### src/rtl/hcbp_pkg.sv
// ============================================================================
// hcbp_pkg
// Shared types and constants of the Huffman code bit packer: field widths,
// item kinds, controller states and the command and status bundles that pass
// between the controller and the bit packer.
// ============================================================================
`default_nettype none

package hcbp_pkg;

  // Widths of the word fields on the two channels and of the fill level.
  localparam int KIND_W      = 2;
  localparam int SYMBOL_W    = 8;
  localparam int CODE_WORD_W = 32;
  localparam int CODE_SIZE_W = 6;
  localparam int RAW_VALUE_W = 64;
  localparam int RAW_WIDTH_W = 7;
  localparam int BYTE_W      = 8;
  localparam int FILL_W      = 3;

  // Fill level at which the next bit completes a byte.
  localparam logic [FILL_W-1:0] FILL_LAST = FILL_W'(BYTE_W - 1);

  // Item kinds.
  typedef enum logic [KIND_W-1:0] {
    KIND_LOAD   = 2'd0,
    KIND_ENCODE = 2'd1,
    KIND_RAW    = 2'd2,
    KIND_FLUSH  = 2'd3
  } kind_t;

  // Controller states.
  typedef enum logic [2:0] {
    ST_IDLE,
    ST_READ,
    ST_SHIFT,
    ST_FLUSH_BYTE,
    ST_FLUSH_COUNT
  } state_t;

  // Commands from the controller to the bit packer.
  typedef struct packed {
    logic start;
    logic flush_byte;
    logic flush_count;
  } pack_cmd_t;

  // Status from the bit packer to the controller.
  typedef struct packed {
    logic busy;
    logic out_free;
  } pack_stat_t;

endpackage

`default_nettype wire

### src/rtl/hcbp_bit_packer.sv
// ============================================================================
// hcbp_bit_packer
// Serial bit packer: sends the bits of a loaded value most significant first
// into the pending byte, one bit per cycle unless a completed byte waits for
// the output register; each completed byte and the flush words go to it.
// ============================================================================
`default_nettype none

module hcbp_bit_packer #(
  parameter int VAL_W = 64,
  parameter int CNT_W = 7
) (
  input  wire logic                          clk,
  input  wire logic                          rst_n,
  input  wire hcbp_pkg::pack_cmd_t           cmd,
  input  wire logic [VAL_W-1:0]              start_val,
  input  wire logic [CNT_W-1:0]              start_cnt,
  output      hcbp_pkg::pack_stat_t          stat,
  output      logic                          out_valid,
  input  wire logic                          out_ready,
  output      logic [hcbp_pkg::BYTE_W-1:0]   out_byte,
  output      logic                          out_last
);

  localparam int IDX_W = $clog2(VAL_W);

  logic [VAL_W-1:0]                val_r, val_nxt;
  logic [CNT_W-1:0]                cnt_r, cnt_nxt;
  logic [hcbp_pkg::BYTE_W-1:0]     pend_r, pend_nxt;
  logic [hcbp_pkg::FILL_W-1:0]     fill_r, fill_nxt;
  logic                            out_valid_r, out_valid_nxt;
  logic [hcbp_pkg::BYTE_W-1:0]     out_byte_r, out_byte_nxt;
  logic                            out_last_r, out_last_nxt;

  logic                            busy;
  logic                            out_free;
  logic [CNT_W-1:0]                cnt_m1;
  logic                            cur_bit;
  logic [hcbp_pkg::BYTE_W-1:0]     merged;
  logic                            byte_done;
  logic                            step;

  // Current bit and the pending byte with that bit placed after the fill.
  assign busy      = (cnt_r != '0);
  assign out_free  = !out_valid_r || out_ready;
  assign cnt_m1    = cnt_r - CNT_W'(1);
  assign cur_bit   = val_r[cnt_m1[IDX_W-1:0]];
  assign merged    = pend_r | ({cur_bit, {(hcbp_pkg::BYTE_W-1){1'b0}}} >> fill_r);
  assign byte_done = (fill_r == hcbp_pkg::FILL_LAST);

  // A bit that completes a byte waits until the output register is free.
  assign step = busy && (!byte_done || out_free);

  // Next state of the shift, pending byte and output register.
  always_comb begin
    val_nxt       = val_r;
    cnt_nxt       = cnt_r;
    pend_nxt      = pend_r;
    fill_nxt      = fill_r;
    out_valid_nxt = out_valid_r && !out_ready;
    out_byte_nxt  = out_byte_r;
    out_last_nxt  = out_last_r;
    if (cmd.start) begin
      val_nxt = start_val;
      cnt_nxt = start_cnt;
    end else if (step) begin
      cnt_nxt = cnt_m1;
      if (byte_done) begin
        out_valid_nxt = 1'b1;
        out_byte_nxt  = merged;
        out_last_nxt  = (cnt_m1 < CNT_W'(hcbp_pkg::BYTE_W));
        pend_nxt      = '0;
        fill_nxt      = '0;
      end else begin
        pend_nxt = merged;
        fill_nxt = fill_r + hcbp_pkg::FILL_W'(1);
      end
    end else if (cmd.flush_byte && out_free) begin
      out_valid_nxt = 1'b1;
      out_byte_nxt  = pend_r;
      out_last_nxt  = 1'b0;
    end else if (cmd.flush_count && out_free) begin
      out_valid_nxt = 1'b1;
      out_byte_nxt  = hcbp_pkg::BYTE_W'(fill_r);
      out_last_nxt  = 1'b1;
      pend_nxt      = '0;
      fill_nxt      = '0;
    end
  end

  // Control registers.
  always_ff @(posedge clk) begin
    if (!rst_n) begin
      cnt_r       <= '0;
      pend_r      <= '0;
      fill_r      <= '0;
      out_valid_r <= 1'b0;
    end else begin
      cnt_r       <= cnt_nxt;
      pend_r      <= pend_nxt;
      fill_r      <= fill_nxt;
      out_valid_r <= out_valid_nxt;
    end
  end

  // Payload registers.
  always_ff @(posedge clk) begin
    val_r      <= val_nxt;
    out_byte_r <= out_byte_nxt;
    out_last_r <= out_last_nxt;
  end

  assign stat.busy     = busy;
  assign stat.out_free = out_free;
  assign out_valid     = out_valid_r;
  assign out_byte      = out_byte_r;
  assign out_last      = out_last_r;

endmodule

`default_nettype wire
### config.mk
export PLATFORM = sky130hd
export DESIGN_NAME = hcbp_bit_packer
export DESIGN_NICKNAME = d
export VERILOG_FILES = /design/src/rtl/hcbp_pkg.sv /design/src/rtl/hcbp_bit_packer.sv
export SDC_FILE = /design/constraint.sdc
export NUM_CORES = 1
export LEC_CHECK = 0
export ABC_AREA = 1
export BUFFER_PORTS_ARGS = -buffer_cell sky130_fd_sc_hd__buf_4
export CORE_MARGIN = 3
export CORE_UTILIZATION = 58
export CTS_CLUSTER_DIAMETER = 80
export CTS_CLUSTER_SIZE = 40
export DETAILED_ROUTE_END_ITERATION = 12
export PLACE_DENSITY_LB_ADDON = 0.2
export SLEW_MARGIN = 5
export SYNTH_ARGS = -nofsm -noshare
export SYNTH_HDL_FRONTEND = slang
export SYNTH_SLANG_ARGS = --single-unit
### constraint.sdc
create_clock -name clk -period 5.7 [get_ports clk]
set_input_delay 0.285 -clock clk [delete_from_list [all_inputs] [get_ports clk]]
set_output_delay 0.285 -clock clk [all_outputs]
set_load 0.05 [all_outputs]
==> impl_metrics.yaml <==
status:
  status: "finished clean"
yosys:
  ys_seq_area_share_pct: 63.28
  synth_edf_count: 73
  synth_cells: 390
  yosys_warnings: 0
  yosys-top-cells-count: "nand2_1, edfxtp_1, nand3_1"
  synth_nets: 471
  syn_area_um2: 4065
  synth_area_per_cell_um2: 10.42
  async_flop_share_pct: 0
  synth.top_cell.area_share_pct: 53.92
  synth_top_cell_by_area: "edfxtp_1"
  yosys_most_used_dff: "edfxtp_1"
  synth_cell_types: 33
  ys_ff_latch: 92
  synthTopCellsByArea: "edfxtp_1, dfxtp_1, nand3_1"
  post-synth-top-count-cell: "nand2_1"
global_route:
  antenna_found_initial: 0
  first_global_vias: 3018
  grt_max_degree: 70
  grt_pass1_wl_mm: 13.99
  grt-ovfl-total: 0
  grtUsageTotal_pct: 21.53
route:
  wl_mm: 8.518
  num_vias: 3110
  avgViaCountPerCell: 5.428
  routedWlPerCell_um: 14.87
  drtPass1Iterations: 5
  drtAntennaViolNets: 0
  drc: 0
  drt_iter0_drc: 172
clock_network:
  cts_tree: "done"
  numCtsBuffers: 9
  clk_pin_slew_ns: 0.09
  clk_latency_ns: 0.35
  cts_root_buf: "clkbuf_8"
  cts_buffer_depth: 2
  cts-resized-gates: 0
  cts_max_level: 3
  cts.hold.buffers_added: 0
  cts_sinks: 92
  postCtsSetupRepairBufs: 0
cells_and_area:
  finalNetCount: 556
  fin_util_pct: 75.16
  fin_area_um2: 4936
  antenna_cells: 0
  nFillCells: 448
  syn2layout_area_growth_pct: 21.42
  layout-drive-gt1-share_pct: 25.42
  stdcell_count: 573
critical_path:
  crit_chain: "inv_4 > ha_1 > inv_2 > nand3_1 > nand3_1 > nand3_1 > nand3_1 > nand3_1 > nand2_2 > nor2_4 > nand3_1 > a21boi_1"
  path_buf_inv: 2
  cp_slowest_cell: "dfxtp_1"
  critPathMaxFanout: 36
  slowest_delay_ns: 1.10
  r2r_cells: 12
  crit_family: "flip-flops"
  endpoint_kind: "flop"
  worst-setup-path-type: "reg2reg"
  cp.required_ns: 5.89
  cpMostUsedCell: "nand3_1"
  startpoint_type: "flop"
  path_depth: 12
  arrival_ns: 3.85
power_and_ir_drop:
  pwr-share-comb_pct: 20.0
  total_power_mw: 1.554
  switching_share_pct: 28.80
  cellLeakagePower_nw: 2.031
  power.density_nw_per_um2: 314.8
  power.internal_mw: 1.106
  vdd_drop_max_mv: 0.2239
  net-switching-power_mw: 0.4475
  p_seq_share_pct: 52.6
  clock_power_share_pct: 27.3
place:
  port-buffer-count: 88
  dpl-instance-area_um2: 4745
  dp.cells: 557
  gp_congestion: 0.8638
  dp_hpwl_mm: 6.139
floorplan:
  rows: 29
  die_h_um: 89.72
  io_pins: 89
  design.core.area_um2: 6568
  die_w_um: 89.72
  dieArea_um2: 8050
  initial_core_util_pct: 61.90
sta:
  tightest_slew_ns: 1.162
  max_freq_mhz: 273.2
  setup-tns-final_ns: 0
  slew_violations: 0
  fin_crit_ns: 3.660
  setup_viol: 0
  hold_viol_final: 0
  rsz0062_at_grt: "no"
  max_slew_margin_pct: 22.41
  final.setup_skew_ns: 0.009185
  finalCritPeriodShare_pct: 64.21
job:
  cap_violations: 0
worst_hold_path:
  worst_hold_path_type: "in2reg"
  min_delay_path_depth: 1
final timing paths:
path	start	to	slack [ns]
min	start_val[61]	val_r[61]$_DFFE_PP_	0.11
max reg2reg	cnt_r[0]$_SDFFE_PN0P_	out_byte[7]$_DFFE_PP_	2.04
min reg2reg	cnt_r[1]$_SDFFE_PN0P_	cnt_r[1]$_SDFFE_PN0P_	0.51
max	cnt_r[0]$_SDFFE_PN0P_	out_byte[7]$_DFFE_PP_	2.04
layer usage:
| layer | track usage, % | up-vias | share of wire, % | wire, um |
|---|---|---|---|---|
| met5 | 0 | - | 0 | 0 |
| met4 | 8.046 | 0 | 2.3 | 192 |
| met3 | 5.676 | 23 | 6.7 | 574 |
| met2 | 36.53 | 125 | 49 | 4204 |
| met1 | 26.58 | 1441 | 42 | 3546 |
| li1 | - | 1521 | - | - |
flip-flops by register name, summed over array words and instances, names as in the netlist:
register	cells
out_byte	8
out_last	1
val_r	64
cnt_r	7
out_valid	1
pend_r	8
fill_r	3
power groups by stage:
stage	Combinational (mW)	Clock (mW)	Sequential (mW)
floorplan	0.212	0	0.829
global placement	0.301	0	0.831
detailed placement	0.309	0	0.832
CTS	0.310	0.433	0.817
global route	0.347	0.461	0.823
finish	0.311	0.425	0.817
stage by stage:
stage,hold slack (ns),worst slack (ns)
6_report,0.1054,2.040
5_1_grt,0.07616,1.707
3_3_place_gp,0.4628,2.258
4_1_cts,0.08610,2.095
3_5_place_dp,0.4643,2.114
2_1_floorplan,0.3839,3.401
layout by cell type, fill, tap and decap left out, types with 3 or more instances in the layout:
cell | synthesis | final
nand2_1 | 95 | 95
buf_4 | 9 | 88
edfxtp_1 | 73 | 73
nand3_1 | 72 | 72
inv_1 | 25 | 25
dfxtp_1 | 19 | 19
o21ai_0 | 14 | 14
nor2_1 | 13 | 13
a21oi_1 | 12 | 12
clkbuf_8 | 0 | 9
o21ai_1 | 8 | 8
inv_2 | 6 | 6
a21boi_1 | 5 | 5
a221oi_1 | 4 | 4
ha_1 | 4 | 4
a22oi_1 | 3 | 3
a211oi_1 | 3 | 3
area by class of cell:
cell class | instances | area (um2) | share of cell area, %
clock inverter | 6 | 63.81 | 1.293
multi-input combinational | 251 | 1267 | 25.68
inverter | 33 | 127.6 | 2.586
timing repair buffer | 88 | 660.6 | 13.38
tap | 93 | 116.4 | 2.357
clock buffer | 10 | 127.6 | 2.586
sequential | 92 | 2572 | 52.12
cells by family (layout without fill, tap and decap cells):
group,count (synthesis),count (layout),synth area share (%)
buf+inv,47,137,5.540
flops,92,92,63.28
compound gates,52,52,7.602
xor+xnor,3,3,0.8312
fa+ha+maj,4,4,1.231
simple gates,192,192,21.51
Note: power is estimated with default switching activity, not from simulation.
